### src/rtl/apc_pkg.sv
// ----------------------------------------------------------------------------
// apc_pkg
// Types, sizes and codes shared by the access permission cache.
// ----------------------------------------------------------------------------
`default_nettype none

package apc_pkg;

    localparam int SETS      = 256;
    localparam int WAYS      = 4;
    localparam int MASK_BITS = 8;

    localparam int SETS_W     = (SETS > 1) ? $clog2(SETS) : 1;
    localparam int WAY_W      = (WAYS > 1) ? $clog2(WAYS) : 1;
    localparam bit SETS_POW2  = ((SETS & (SETS - 1)) == 0);
    localparam int SUM_W      = 36;
    localparam int SUM_DIGITS = SUM_W / 4;

    typedef logic [1:0] op_t;
    localparam op_t OP_CHECK  = 2'd0;
    localparam op_t OP_RECORD = 2'd1;
    localparam op_t OP_PURGE  = 2'd2;
    localparam op_t OP_UNUSED = 2'd3;

    localparam logic [1:0] VERD_UNKNOWN = 2'd0;
    localparam logic [1:0] VERD_ALLOWED = 2'd1;
    localparam logic [1:0] VERD_DENIED  = 2'd2;

    localparam logic [1:0] STAT_UPDATED  = 2'd0;
    localparam logic [1:0] STAT_INSERTED = 2'd1;
    localparam logic [1:0] STAT_DROPPED  = 2'd2;
    localparam logic [1:0] STAT_NONE     = 2'd0;
    localparam logic [1:0] STAT_FOUND    = 2'd1;

    typedef logic [MASK_BITS-1:0] mask_t;
    typedef logic [SETS_W-1:0]    set_idx_t;

    typedef struct packed {
        logic [1:0]  operation;
        logic [31:0] object_id;
        logic [31:0] cred_id;
        logic [7:0]  request_mask;
        logic [7:0]  result_mask;
        logic        attr_valid;
    } cmd_t;

    typedef struct packed {
        logic [1:0] verdict;
        logic [1:0] status;
    } rsp_t;

    typedef struct packed {
        op_t         op;
        logic [31:0] obj;
        logic [31:0] cred;
        mask_t       req;
        mask_t       grant;
        logic        attr;
        set_idx_t    set_idx;
    } item_t;

    typedef struct packed {
        logic        valid;
        logic [63:0] key;
        mask_t       known;
        mask_t       allowed;
    } entry_t;

    typedef entry_t [WAYS-1:0] row_t;

    typedef struct packed {
        logic push;
        logic pop;
    } q_ctl_t;

    typedef struct packed {
        logic full;
        logic empty;
    } q_sts_t;

    function automatic mask_t to_mask(input logic [7:0] v);
        logic [39:0] t;
        t = {32'd0, v};
        return t[MASK_BITS-1:0];
    endfunction

endpackage

`default_nettype wire

### src/rtl/apc_queue.sv
// ----------------------------------------------------------------------------
// apc_queue
// Two-entry queue between the front and the back.
// ----------------------------------------------------------------------------
`default_nettype none

module apc_queue (
    input  logic            clk,
    input  logic            rst_n,
    input  apc_pkg::q_ctl_t ctl,
    input  apc_pkg::item_t  wr_item,
    output apc_pkg::q_sts_t sts,
    output apc_pkg::item_t  rd_item
);
    import apc_pkg::*;

    item_t      slot_reg [2];
    logic       wp_reg, wp_next;
    logic       rp_reg, rp_next;
    logic [1:0] cnt_reg, cnt_next;
    logic       do_push, do_pop;

    assign sts.full  = (cnt_reg == 2'd2);
    assign sts.empty = (cnt_reg == 2'd0);
    assign do_push   = ctl.push && !sts.full;
    assign do_pop    = ctl.pop && !sts.empty;
    assign rd_item   = slot_reg[rp_reg];

    always_comb
    begin
        wp_next  = wp_reg ^ do_push;
        rp_next  = rp_reg ^ do_pop;
        cnt_next = cnt_reg + {1'b0, do_push} - {1'b0, do_pop};
    end

    always_ff @(posedge clk or negedge rst_n)
    begin
        if (!rst_n)
        begin
            wp_reg  <= 1'b0;
            rp_reg  <= 1'b0;
            cnt_reg <= 2'd0;
        end
        else
        begin
            wp_reg  <= wp_next;
            rp_reg  <= rp_next;
            cnt_reg <= cnt_next;
        end
    end

    always_ff @(posedge clk)
    begin
        if (do_push)
        begin
            slot_reg[wp_reg] <= wr_item;
        end
    end

endmodule

`default_nettype wire

### config.mk
export PLATFORM = sky130hd
export DESIGN_NAME = apc_queue
export DESIGN_NICKNAME = d
export VERILOG_FILES = /design/src/rtl/apc_pkg.sv /design/src/rtl/apc_queue.sv
export SDC_FILE = /design/constraint.sdc
export NUM_CORES = 1
export LEC_CHECK = 0
export ABC_CLOCK_PERIOD_IN_PS = 3700
export BUFFER_PORTS_ARGS = -buffer_cell sky130_fd_sc_hd__buf_2
export CAP_MARGIN = 20
export CORE_ASPECT_RATIO = 2
export CORE_UTILIZATION = 55
export CTS_BUF_LIST = sky130_fd_sc_hd__clkbuf_2 sky130_fd_sc_hd__clkbuf_4 sky130_fd_sc_hd__clkbuf_8
export CTS_CLUSTER_DIAMETER = 150
export DETAILED_ROUTE_END_ITERATION = 12
export GPL_ROUTABILITY_DRIVEN = 0
export PLACE_DENSITY_LB_ADDON = 0.1
export SETUP_SLACK_MARGIN = 0.4
export SLEW_MARGIN = 40
export SYNTH_ARGS = -nofsm -noshare
export SYNTH_HDL_FRONTEND = slang
export SYNTH_SLANG_ARGS = --single-unit
### constraint.sdc
create_clock -name clk -period 3.7 [get_ports clk]
set_clock_uncertainty 0.1 [all_clocks]
set_input_delay 0.37 -clock clk [delete_from_list [all_inputs] [get_ports clk]]
set_output_delay 0.37 -clock clk [all_outputs]
set_load 0.02 [all_outputs]
== After elaboration in Yosys (flattened, before gate mapping) ==
Memory sizes are Yosys's and may differ from the RTL's.
Index checks and enable logic that the tools add are counted.

* Add/sub/neg operators: 2
* Equal/unequal tests: 1
* Mux-type cells: 2
* Bitwise logic cells: 2
* Reductions and logical operators: 5

{| class="wikitable"
|+ Operators with widths
! cell !! count
|-
| 2-bit by 1-bit adder with 2-bit output || 1
|-
| 2-bit equality test (second input constant) || 1
|-
| 1-bit logical AND || 2
|-
| 1-bit zero test || 2
|-
| 2-bit zero test || 1
|-
| 1-bit 2-to-1 mux || 2
|-
| 2-bit by 1-bit subtractor with 2-bit output || 1
|-
| 1-bit bitwise XOR || 2
|}

* Flip-flop bits (word level): 4
* Memory bits (writable): 182
* Output and inout port bits: 93
* Word-level logic and storage cells: 16
* Memories kept: 1

{| class="wikitable"
|+ Memory list
! name !! words !! width !! rd ports !! clocked after memory_dff !! wr ports !! line !! RTL
|-
| slot_reg || 2 || 91 || 1 || 0 || 1 || apc_queue.sv:17 || <nowiki>item_t slot_reg [2];</nowiki>
|}

== Depth between registers and ports, before layout ==
* Depth after elaboration: 5
* Gate-level depth with buffers: 7

== Worst setup path before layout ==
Ideal clock, no wire load.

* Path type: reg2reg
* From: register cnt_reg[1]
* To: memory slot_reg[1][0] (netlist name), enable pin
* Setup time: 460 ps
* Data arrival time: 2812 ps
* Path slack: 327 ps
* Cell stages (with the launch flop): 4
* Path buffers: 0
* Path through: dfrtp_1 > nand2b_1 > and2_1 > ha_1

* Longest elaborated chain between the ends: 5

{| class="wikitable"
|+ RTL lines
! item !! line !! RTL
|-
| start: declaration || apc_queue.sv:20 || <nowiki>logic [1:0] cnt_reg, cnt_next;</nowiki>
|-
| start signal: assignment || apc_queue.sv:48 || <nowiki>cnt_reg <= cnt_next;</nowiki>
|-
| 2-bit equality test || apc_queue.sv:23 || <nowiki>assign sts.full = (cnt_reg == 2'd2);</nowiki>
|-
| 1-bit zero test || apc_queue.sv:25 || <nowiki>assign do_push = ctl.push && !sts.full;</nowiki>
|-
| 1-bit logical AND || apc_queue.sv:25 ||
|-
| 1-bit 2-to-1 mux || apc_queue.sv:54 || <nowiki>if (do_push)</nowiki>
|-
| 1-bit 2-to-1 mux (not written as such) || apc_queue.sv:56 || <nowiki>slot_reg[wp_reg] <= wr_item;</nowiki>
|-
| end: declaration || apc_queue.sv:17 ||
|}

Every way passes these cells.

==> key figures <==
Outcome
  • Status: finished clean

Synth
  • Share of the synthesized area in the top cell type: between 70% and 80%
  • Simple-gate area share of the yosys netlist: 0.279%
  • Synth Cell Area: 7190 um2
  • Seq/Total Area, Yosys: between 70% and 80%
  • Flops & latches, synth: 186
  • Synth top area cells: edfxtp_1 76%, mux2_4 17%, buf_12 2.2%
  • Area leader, netlist: edfxtp_1
  • Yosys warning count: 0
  • Post-synthesis adder-cell area fraction: 0.697%
  • Synth Area in Compound Gates: 0.104%
  • Avg Inst Size Synth: 23.7 um2
  • Synth unique cells: 16
  • Syn Nets: between 400 and 500
  • Largest family of logic cells by synthesized area: multiplexers
  • Mux cell area share after synthesis: 18.4%
  • Synth Area in XOR/XNOR: 0.366%
  • Cells after synthesis: roughly 300

Worst setup path
  • Setup crit end kind: primary output
  • WS Path Type: flop to primary output
  • Worst path max stage delay: about 0.65 ns
  • CP top delay family: buffers and inverters
  • Slowest cell on crit path: dfrtp_4
  • Critical path required time: approximately 3.2 ns
  • Buf/Inv on CP: 3
  • Critical-path cell list: buf_12, buf_12, mux2_2, buf_2
  • CP Data Arrival Time: approximately 2.2 ns
  • CP Launch Type: flop
  • Crit path max fanout: 30
  • Most used cell along the critical path: buf_12

STA
  • Worst-Margin Slew: 0.795 ns
  • RSZ-0062 raised after global routing: no
  • Relative slew slack: 47.0%
  • Final setup viols: 0
  • Fin crit period: 2.62 ns
  • Fin crit share: between 70% and 80%
  • Min Hold Slack: approximately 0.030 ns
  • Fmax: 382 MHz
  • Setup TNS: 0 ns
  • Final slew viol count: 0
  • Fin. Hold Viols: 0

GRT
  • Number of global-route vias before repair: between 3000 and 4000
  • Total grt overflow: 0
  • Largest net degree at the start of global routing: 57
  • First-pass GRT wire length: 18700 um
  • Initial antenna violation count: 0
  • Tot GR Track Use: between 10% and 20%

Power
  • Comb pwr share: 38.5%
  • Int Pwr: 4600 uW
  • Switching Fraction: 33.7%
  • Pwr dens: 770 nW/um2
  • Clock power share: between 15 and 20%
  • Peak VDD IR: 0.000682 V
  • Leak Pwr: 0.00363 uW
  • Sequential share of power: 44.0%
  • Design Power: around 7000 uW
  • NetSw: 2330 uW

Layout
  • Most common cell after layout, fill and taps aside: buf_2
  • Fill count: 841
  • Final Core Density: a little under three quarters
  • Most frequent cells in the layout: 187 x buf_2, 182 x edfxtp_1, 80 x mux2_4, 38 x dlygate4sd3_1, 17 x clkbuf_8
  • Area growth syn-to-layout: 25.3%
  • Ant diodes: 0
  • Max reg flops: roughly 180
  • Nets: ~640
  • Multi-input gate area: 1450 um2
  • Layout cells sized above 1: 57.4%
  • Flip-flop and latch area: 5570 um2

Placement
  • Post-DP HPWL: ~8200 um
  • Port bufs: ~190

Routing
  • DR WL/cell: 17.4 um
  • First drt pass iteration count: 5
  • Number of remaining DRC errors: 0
  • Initial DRC Count: around 140
  • Drt via density: just over 5
  • Vias: approximately 3600
  • Final ANT Viol Nets: 0
  • Final wirelength: 12300 um

Min path
  • Min-delay worst type: input pin to flop

Clock tree
  • Worst skew pair latency: approximately 0.43 ns
  • CTS tree: done
  • CTS Root Buffer Type: clkbuf_8
  • Postcts setup bufs: 0
  • Clk slew on worst S/H paths: 0.09 ns
  • H-tree levels: 4
  • Clock buffer depth: 2
  • Clock sink total: 186
  • CTS Buf Count: 17

Floorplan
  • Die area: 13600 um2
  • Die Width: 82.8 um
  • Total core area: 12600 um2
  • Site row count: 58
  • Boundary Pins: 188
  • Initial Util: a little under three fifths
  • Die H: between 150 and 200 um

Job
  • Max Cap Viol: 0
==> worst reg2reg max path, delay by kind of cell (launching register included) <==
family | cells | cell delay (ns)
fa+ha+maj | 1 | 0.69
buf+inv | 1 | 0.47
flops | 1 | 0.40
simple gates | 2 | 0.40
==> routing by layer <==
layer / share of wire (%) / routed length [um] / GRT usage (%) / vias up
met5: 0 / 0 / 0 / -
met4: 2.3 / 280 / 8.23 / 0
met2: 55 / 6790 / 32.9 / 129
met3: 4.7 / 582 / 4.90 / 14
met1: 38 / 4630 / 20.8 / 1750
li1: - / - / - / 1673
==> synthesized netlist by cell type (all sizes together) <==
cell type,instances
nor2,1
nand2b,1
and2,1
inv,4
buf,10
xor2,1
nand2,1
ha,4
edfxtp,182
xnor2,2
o21a,1
mux2,91
dfrtp,4
==> repair_timing <==
item	CTS	global route
gates resized for setup	0	0
hold endpoints to repair	56	13
endpoints found under the setup margin	0	0
hold buffers	31	7
==> through the flow <==
stage          setup WS, ns  cell area, um2  std cells
2_1_floorplan         0.327            7190        303
3_3_place_gp           1.37            8240        635
3_5_place_dp           1.30            8240        635
4_1_cts               0.900            8910        698
5_1_grt               0.953            9000        706
6_report               1.08            9000        706
==> power groups by stage <==
stage,Clock (uW),Sequential [uW],Combinational (uW)
2_1_floorplan,0,3050,2110
3_5_place_dp,0,3200,2570
4_1_cts,1250,3150,2610
5_1_grt,1320,3100,2830
3_3_place_gp,0,3160,2540
6_report,1210,3050,2670
==> path summary, 6_finish.rpt <==
| path | from | to | slack, ns | cells past startpoint |
|---|---|---|---|---|
| max in group asynchronous | rst_n | rp_reg | 3.21 | 2 |
| worst min-delay path | wr_item[3] | slot_reg[1][3] | 0.03 | 1 |
| worst max-delay path | rp_reg | rd_item[90] | 1.08 | 4 |
| min in group asynchronous | rst_n | cnt_reg[1] | 0.15 | 2 |
| worst min register to register | cnt_reg[1] | cnt_reg[1] | 0.46 | 1 |
| worst max register to register | cnt_reg[0] | slot_reg[1][13] | 1.32 | 4 |
==> cells by family after synthesis <==
| family | Yosys count |
|---|---|
| buffers and inverters | 14 |
| AO/OA/AOI/OAI | 1 |
| flip-flops | 186 |
| AND/OR/NAND/NOR | 4 |
| XOR/XNOR | 3 |
| multiplexers | 91 |
| adder cells (fa/ha/maj) | 4 |
==> cell type report <==
class / instances / area share (%)
Timing Repair Buffer: 231 / 15.7
Sequential cell: 186 / 61.9
Inverter: 4 / 0.167
Tap cell: 150 / 2.09
Clock buffer: 19 / 2.77
Clock inverter: 13 / 1.28
Multi-Input combinational cell: 103 / 16.2
Power figures use the tool's default switching activity.
