<file path="config.mk">
export PLATFORM = sky130hd
export DESIGN_NAME = apc_front
export DESIGN_NICKNAME = d
export VERILOG_FILES = /design/src/rtl/apc_pkg.sv /design/src/rtl/apc_front.sv
export SDC_FILE = /design/constraint.sdc
export NUM_CORES = 1
export LEC_CHECK = 0
export BUFFER_PORTS_ARGS = -buffer_cell sky130_fd_sc_hd__buf_4
export CAP_MARGIN = 25
export CORE_UTILIZATION = 55
export DETAILED_ROUTE_END_ITERATION = 6
export PLACE_DENSITY_LB_ADDON = 0.25
export SLEW_MARGIN = 20
export SYNTH_ARGS = -nofsm -noshare
export SYNTH_HDL_FRONTEND = slang
export SYNTH_SLANG_ARGS = --single-unit
</file>
<file path="constraint.sdc">
create_clock -name clk -period 10.9 [get_ports clk]
set_input_delay 1.09 -clock clk [delete_from_list [all_inputs] [get_ports clk]]
set_output_delay 1.09 -clock clk [all_outputs]
set_load 0.05 [all_outputs]
</file>
<file path="src/rtl/apc_pkg.sv">
// ----------------------------------------------------------------------------
// apc_pkg
// Types, sizes and codes shared by the access permission cache.
// ----------------------------------------------------------------------------
`default_nettype none

package apc_pkg;

    localparam int SETS      = 256;
    localparam int WAYS      = 4;
    localparam int MASK_BITS = 8;

    localparam int SETS_W     = (SETS > 1) ? $clog2(SETS) : 1;
    localparam int WAY_W      = (WAYS > 1) ? $clog2(WAYS) : 1;
    localparam bit SETS_POW2  = ((SETS & (SETS - 1)) == 0);
    localparam int SUM_W      = 36;
    localparam int SUM_DIGITS = SUM_W / 4;

    typedef logic [1:0] op_t;
    localparam op_t OP_CHECK  = 2'd0;
    localparam op_t OP_RECORD = 2'd1;
    localparam op_t OP_PURGE  = 2'd2;
    localparam op_t OP_UNUSED = 2'd3;

    localparam logic [1:0] VERD_UNKNOWN = 2'd0;
    localparam logic [1:0] VERD_ALLOWED = 2'd1;
    localparam logic [1:0] VERD_DENIED  = 2'd2;

    localparam logic [1:0] STAT_UPDATED  = 2'd0;
    localparam logic [1:0] STAT_INSERTED = 2'd1;
    localparam logic [1:0] STAT_DROPPED  = 2'd2;
    localparam logic [1:0] STAT_NONE     = 2'd0;
    localparam logic [1:0] STAT_FOUND    = 2'd1;

    typedef logic [MASK_BITS-1:0] mask_t;
    typedef logic [SETS_W-1:0]    set_idx_t;

    typedef struct packed {
        logic [1:0]  operation;
        logic [31:0] object_id;
        logic [31:0] cred_id;
        logic [7:0]  request_mask;
        logic [7:0]  result_mask;
        logic        attr_valid;
    } cmd_t;

    typedef struct packed {
        logic [1:0] verdict;
        logic [1:0] status;
    } rsp_t;

    typedef struct packed {
        op_t         op;
        logic [31:0] obj;
        logic [31:0] cred;
        mask_t       req;
        mask_t       grant;
        logic        attr;
        set_idx_t    set_idx;
    } item_t;

    typedef struct packed {
        logic        valid;
        logic [63:0] key;
        mask_t       known;
        mask_t       allowed;
    } entry_t;

    typedef entry_t [WAYS-1:0] row_t;

    typedef struct packed {
        logic push;
        logic pop;
    } q_ctl_t;

    typedef struct packed {
        logic full;
        logic empty;
    } q_sts_t;

    function automatic mask_t to_mask(input logic [7:0] v);
        logic [39:0] t;
        t = {32'd0, v};
        return t[MASK_BITS-1:0];
    endfunction

endpackage

`default_nettype wire

</file>
<file path="src/rtl/apc_front.sv">
// ----------------------------------------------------------------------------
// apc_front
// Accepts transactions, decodes fields and works out the set index.
// ----------------------------------------------------------------------------
`default_nettype none

module apc_front (
    input  logic           clk,
    input  logic           rst_n,
    input  logic           cmd_valid,
    output logic           cmd_stall,
    input  apc_pkg::cmd_t  cmd,
    input  apc_pkg::q_sts_t q_sts,
    output logic           push,
    output apc_pkg::item_t item
);
    import apc_pkg::*;

    logic             hv_reg, hv_next;
    logic             busy_reg, busy_next;
    logic [5:0]       step_reg, step_next;
    logic [SUM_W-1:0] sum_reg, sum_next;
    logic [SETS_W-1:0] rem_reg, rem_next;
    item_t            item_reg, item_next;
    logic             accept;
    logic [SUM_W-1:0] sum_in;
    logic [SETS_W+3:0] rem_t;
    logic [SETS_W+3:0] sub_t;
    logic [SETS_W+3:0] rem_d;

    assign push      = hv_reg && !busy_reg && !q_sts.full;
    assign cmd_stall = hv_reg && !push;
    assign accept    = cmd_valid && !cmd_stall;
    assign item      = item_reg;
    assign sum_in    = {{(SUM_W-32){1'b0}}, cmd.object_id} + {{(SUM_W-32){1'b0}}, cmd.cred_id};

    always_comb
    begin
        hv_next   = hv_reg;
        busy_next = busy_reg;
        step_next = step_reg;
        sum_next  = sum_reg;
        rem_next  = rem_reg;
        item_next = item_reg;
        rem_t     = {rem_reg, sum_reg[SUM_W-1 -: 4]};
        sub_t     = '0;
        for (int k = 1; k < 16; k++)
        begin
            if (rem_t >= (SETS_W+4)'(k * SETS))
            begin
                sub_t = (SETS_W+4)'(k * SETS);
            end
        end
        rem_d = rem_t - sub_t;
        if (push)
        begin
            hv_next = 1'b0;
        end
        if (busy_reg)
        begin
            rem_next  = rem_d[SETS_W-1:0];
            sum_next  = {sum_reg[SUM_W-5:0], 4'b0000};
            step_next = step_reg + 6'd1;
            if (step_reg == 6'(SUM_DIGITS - 1))
            begin
                busy_next         = 1'b0;
                item_next.set_idx = rem_d[SETS_W-1:0];
            end
        end
        if (accept)
        begin
            hv_next         = 1'b1;
            item_next.op    = cmd.operation;
            item_next.obj   = cmd.object_id;
            item_next.cred  = cmd.cred_id;
            item_next.req   = to_mask(cmd.request_mask);
            item_next.grant = to_mask(cmd.result_mask);
            item_next.attr  = cmd.attr_valid;
            sum_next        = sum_in;
            step_next       = 6'd0;
            rem_next        = '0;
            if (SETS_POW2)
            begin
                item_next.set_idx = sum_in[SETS_W-1:0] & SETS_W'(SETS - 1);
                busy_next         = 1'b0;
            end
            else
            begin
                busy_next = 1'b1;
            end
        end
    end

    always_ff @(posedge clk or negedge rst_n)
    begin
        if (!rst_n)
        begin
            hv_reg   <= 1'b0;
            busy_reg <= 1'b0;
            step_reg <= 6'd0;
        end
        else
        begin
            hv_reg   <= hv_next;
            busy_reg <= busy_next;
            step_reg <= step_next;
        end
    end

    always_ff @(posedge clk)
    begin
        sum_reg  <= sum_next;
        rem_reg  <= rem_next;
        item_reg <= item_next;
    end

endmodule

`default_nettype wire

</file>
Word-level counts from Yosys, hierarchy flattened --
Index checks and enable logic that the tools add are counted.
Word-level totals: word-level logic and storage cells 68, output and inout port bits 93, RAM bits 0, memories kept 0, bits in read-only memories 0, bits in latches 0, register bits 143
Cells by class: order comparisons 14, reduce and logical (&&, ||, !) cells 12, add/subtract/negate cells 3, muxes and demuxes 26, equality and inequality tests 1, shift operators 0, multipliers 0, bitwise operators 0, div/mod/pow operators 0
Operators by type and width (number):
- 2-to-1 mux 8 bit | 17
- >= comparator 12 bit (second input constant) | 8
- 2-to-1 mux 36 bit | 2
- >= comparator 12 x 11 -> 1 bit (second input constant) | 4
- adder 32 x 32 -> 33 bit | 1
- >= comparator 12 x 10 -> 1 bit (second input constant) | 2
- 2-to-1 mux 6 bit | 2
- subtractor 8 bit | 1
- adder 6 x 1 -> 6 bit (second input constant) | 1
- == test 6 x 4 -> 1 bit (second input constant) | 1
- nonzero test 2 bit | 3
- 2-to-1 mux 1 bit | 5
- logical AND 1 bit | 4
- zero test 1 bit | 4
- AND reduction 2 bit | 1

Logic depth before layout (Yosys ltp) --
depth after elaboration 19, mapped depth 9

Worst setup path after synthesis --
No wires, ideal clock.
path kind in2reg, start point input q_sts[1] (netlist bit), end point register item_reg (netlist bit item[10]), enable pin, required time 10420 ps, buffers on the path 2, arrival time 4453 ps, slack 5967 ps, stages 5, cell sequence o21ai_0 nand2_1 inv_1 buf_1 clkbuf_1
Between the ends: cells in the longest elaborated chain, start to end 6
RTL lines:
- from (decl) | line apc_front.sv:13 | input apc_pkg::q_sts_t q_sts,
- zero test 1 bit | line apc_front.sv:31 | assign push = hv_reg && !busy_reg && !q_sts.full;
- logical AND 1 bit | line apc_front.sv:31
- zero test 1 bit | line apc_front.sv:32 | assign cmd_stall = hv_reg && !push;
- logical AND 1 bit | line apc_front.sv:32
- zero test 1 bit | line apc_front.sv:33 | assign accept = cmd_valid && !cmd_stall;
- logical AND 1 bit | line apc_front.sv:33
- named net accept | line apc_front.sv:25 | logic accept;
- to (signal assigned) | line apc_front.sv:114 | item_reg <= item_next;
- to (decl) | line apc_front.sv:24 | item_t item_reg, item_next;
The timed path passes the listed nets, and every way through them passes these cells. A chain may end at the register's enable or synchronous reset.

Final worst setup path --
start point input q_sts[1] (netlist bit), end point register sum_reg[29], data pin
Between the ends: cells in the longest elaborated chain, start to end 7
RTL lines:
- zero test 1 bit | line apc_front.sv:31
- logical AND 1 bit | line apc_front.sv:31
- zero test 1 bit | line apc_front.sv:32
- logical AND 1 bit | line apc_front.sv:32
- zero test 1 bit | line apc_front.sv:33
- logical AND 1 bit | line apc_front.sv:33
- 2-to-1 mux 36 bit | line apc_front.sv:70 | if (accept)
- named net sum_next[29] | line apc_front.sv:22 | logic [SUM_W-1:0] sum_reg, sum_next;
- to (signal assigned) | line apc_front.sv:112 | sum_reg <= sum_next;
- to (decl) | line apc_front.sv:22
The timed path passes the listed nets, and every way through them passes these cells.

==> metrics.md <==
| Metric | Value |
|---|---|
| Status | finished clean |
| Initial drt markers | 351 |
| Setup crit start kind | input pin |
| Routability cong. | 0.882 |
| H-tree Lvls | 4 |
| Crit end category | flip-flop |
| First-pass detailed-route iteration total | 5 |
| Final slew viol count | 0 |
| # resized after CTS | 0 |
| Ports | 181 |
| Worst IR Drop VDD | 0.000143 V |
| Final setup viols | 0 |
| Synth unique cells | 52 |
| Gate Count Post-Synth | 518 |
| Starting density of the core | 56.9% |
| Avg Cell Area, Syn | 12.6 sq um |
| CTS Buf Count | 17 |
| Port Buffers | 179 |
| Hpwl dp | 10100 um |
| Post-CTS setup buffer count | 0 |
| Tmin final | ~3.8 ns |
| Initial antenna violation count | 0 |
| RSZ-0062 raised after global routing | false |
| Vias per cell | 5.67 |
| Vias in the first global route | 4972 |
| Worst-Margin Slew | 0.731 ns |
| Leak | approximately 3.6 nW |
| Post-synth ARST share | 5.76% |
| Most used flip-flop cell after synthesis | edfxtp_1 |
| Final ANT Viol Nets | 0 |
| Most frequent cells in the layout | buf_4, edfxtp_1, nand2_1 |
| Crit path arrival time | ~4.0 ns |
| Max Freq | 264 MHz |
| Synthesized flop and latch total | 139 |
| Commonest non-fill, non-tap cell in the layout | buf_4 |
| DR DRC count | 0 |
| Die Span X | 111 um |
| Count of max-cap constraint violations | 0 |
| CTS sink cnt | 139 |
| CTS Hold Bufs | 0 |
| DR vias | just under 5000 |
| PwrDens | about 180 nW/um^2 |
| Rel. slew slack | 51.2% |
| NumNets Final | 821 |
| R2r startpoint | busy_reg$_DFF_PN0_ |
| Core footprint | between 10000 and 15000 sq um |
| Max reg flops | 91 |
| Layout cell share with drive strength beyond 1 | between 30% and 40% |
| Crit-path max FO | 67 |
| Synth Net Count | approximately 640 |
| Root Buffer | clkbuf_16 |
| Post-route clock skew | 0.00539 ns |
| Tcrit/Tclk final | 34.7% |
| # rows | 39 |
| Largest net degree at the start of global routing | 68 |
| Post-synth EDFFs | about 130 |
| Setup tns final | 0 ns |
| WL per Instance | approximately 17 um |
| Die Ht | 111 um |
| CTS clk-pin slew, worst paths | approximately 0.06 ns |
| YS warnings | 0 |
| Placed cells | 822 |
| Die ar. | 12300 sq um |
| Clock buffer depth | 2 |
| Critical Path RT | 11.10 ns |
| Final wirelength | 14600 um |
| Final std cells w/o fill | 854 |
| First-pass GRT wire length | 23500 um |
| GRT Util Overall | 24.3% |
| CTS tree | yes |
| CP startpoint | q_sts[1] |
| Diode count | 0 |
| Worst hold slack | about 0.48 ns |
| Cell Area, Synth | 6520 sq um |
| Area growth, synth to finish | 32.6% |
| GRT Residual Overflow | 0 |
| Endpoints failing hold | 0 |
| Later-pin clock latency in the skew report | 0.42 ns |
| Worst min path class | in2async |
| Setup CP Type | in2reg |
| Sequential-to-total area share from yosys stat | 62.8% |
stage by stage:
step | instance area (sq um) | util (%) | worst slack, ns | total power, mW
after floorplan | 6520 | - | 5.97 | 0.823
after global placement | 7990 | 69.6 | 6.49 | 0.902
after detailed placement | 7990 | 69.6 | 6.33 | 0.910
after CTS | 8640 | 75.4 | 6.79 | 1.54
after global routing | 8650 | 75.4 | 6.81 | 1.59
final | 8650 | 75.4 | 7.11 | 1.54
final cells by class:
type	instances	area, sq um
Clock buffer	18	439
Clock inverter	14	218
Inverter	15	58.8
Multi-Input combinational cell	344	2300
Fill cell	728	2820
Tap cell	143	179
Timing Repair Buffer	181	1360
Sequential cell	139	4090
worst paths after layout:
| path | end | slack (ns) | cells past startpoint |
|---|---|---|---|
| setup / recovery | sum_reg[29]$_DFFE_PP_ | 7.11 | 8 |
| hold / removal | hv_reg$_DFFE_PN0P_ | 0.48 | 1 |
| setup reg to reg | sum_reg[29]$_DFFE_PP_ | 7.20 | 7 |
| hold reg to reg | rem_reg[1]$_SDFFE_PP0P_ | 0.51 | 2 |
| max in group asynchronous | step_reg[0]$_DFFE_PN0P_ | 10.30 | 1 |
| min in group clk | rem_reg[1]$_SDFFE_PP0P_ | 0.51 | 2 |
synthesized netlist by cell type, types with 4 or more instances:
cell type | n | area (sq um)
o21bai_1 | 7 | 52.6
o21ai_0 | 36 | 180
clkbuf_1 | 13 | 48.8
and2_1 | 4 | 25.0
mux2i_1 | 7 | 70.1
xnor2_1 | 12 | 105
a31oi_1 | 8 | 50.1
dfxtp_1 | 4 | 80.1
inv_1 | 15 | 56.3
a211oi_1 | 7 | 52.6
ha_1 | 34 | 425
o211ai_1 | 4 | 30.0
a21oi_1 | 32 | 160
a21o_1 | 15 | 113
dfrtp_1 | 8 | 200
buf_2 | 4 | 20.0
nand4_1 | 9 | 56.3
nand2_1 | 76 | 285
edfxtp_1 | 127 | 3810
o31ai_1 | 4 | 30.0
nor3_1 | 5 | 25.0
nor2_1 | 28 | 105
xor2_1 | 15 | 131
worst max-delay path, cell delays in order:
cell and delay [ns]:
buf_4 0.11, o21ai_0 0.51, nand2_4 0.49, inv_4 0.58
buf_4 0.69, nand3_1 0.18, a2bb2oi_1 0.16, o311ai_0 0.12
power breakdown:
| part | total (mW) | internal, mW | leakage (nW) | switching [mW] |
|---|---|---|---|---|
| sequential | 0.632 | 0.623 | 1.35 | 0.00866 |
| clock | 0.636 | 0.413 | 0.313 | 0.223 |
| combinational | 0.273 | 0.0944 | 1.94 | 0.178 |
| total | 1.54 | 1.13 | 3.60 | 0.409 |
cell families after synthesis:
| logic type | Yosys count | share of synthesized area (%) |
|---|---|---|
| compound gates | 137 | 14.4 |
| mux | 7 | 1.07 |
| buf+inv | 35 | 2.09 |
| xor+xnor | 27 | 3.63 |
| flops | 139 | 62.8 |
| fa+ha+maj | 35 | 6.83 |
| simple gates | 138 | 9.19 |
per-layer routing:
layer	GRT usage [%]	part of all wire [%]
met2	41.4	52
met4	11.6	2.9
met5	0	0
met3	5.85	5.9
met1	29.0	39
No activity file was read; power rests on OpenSTA's default activity.
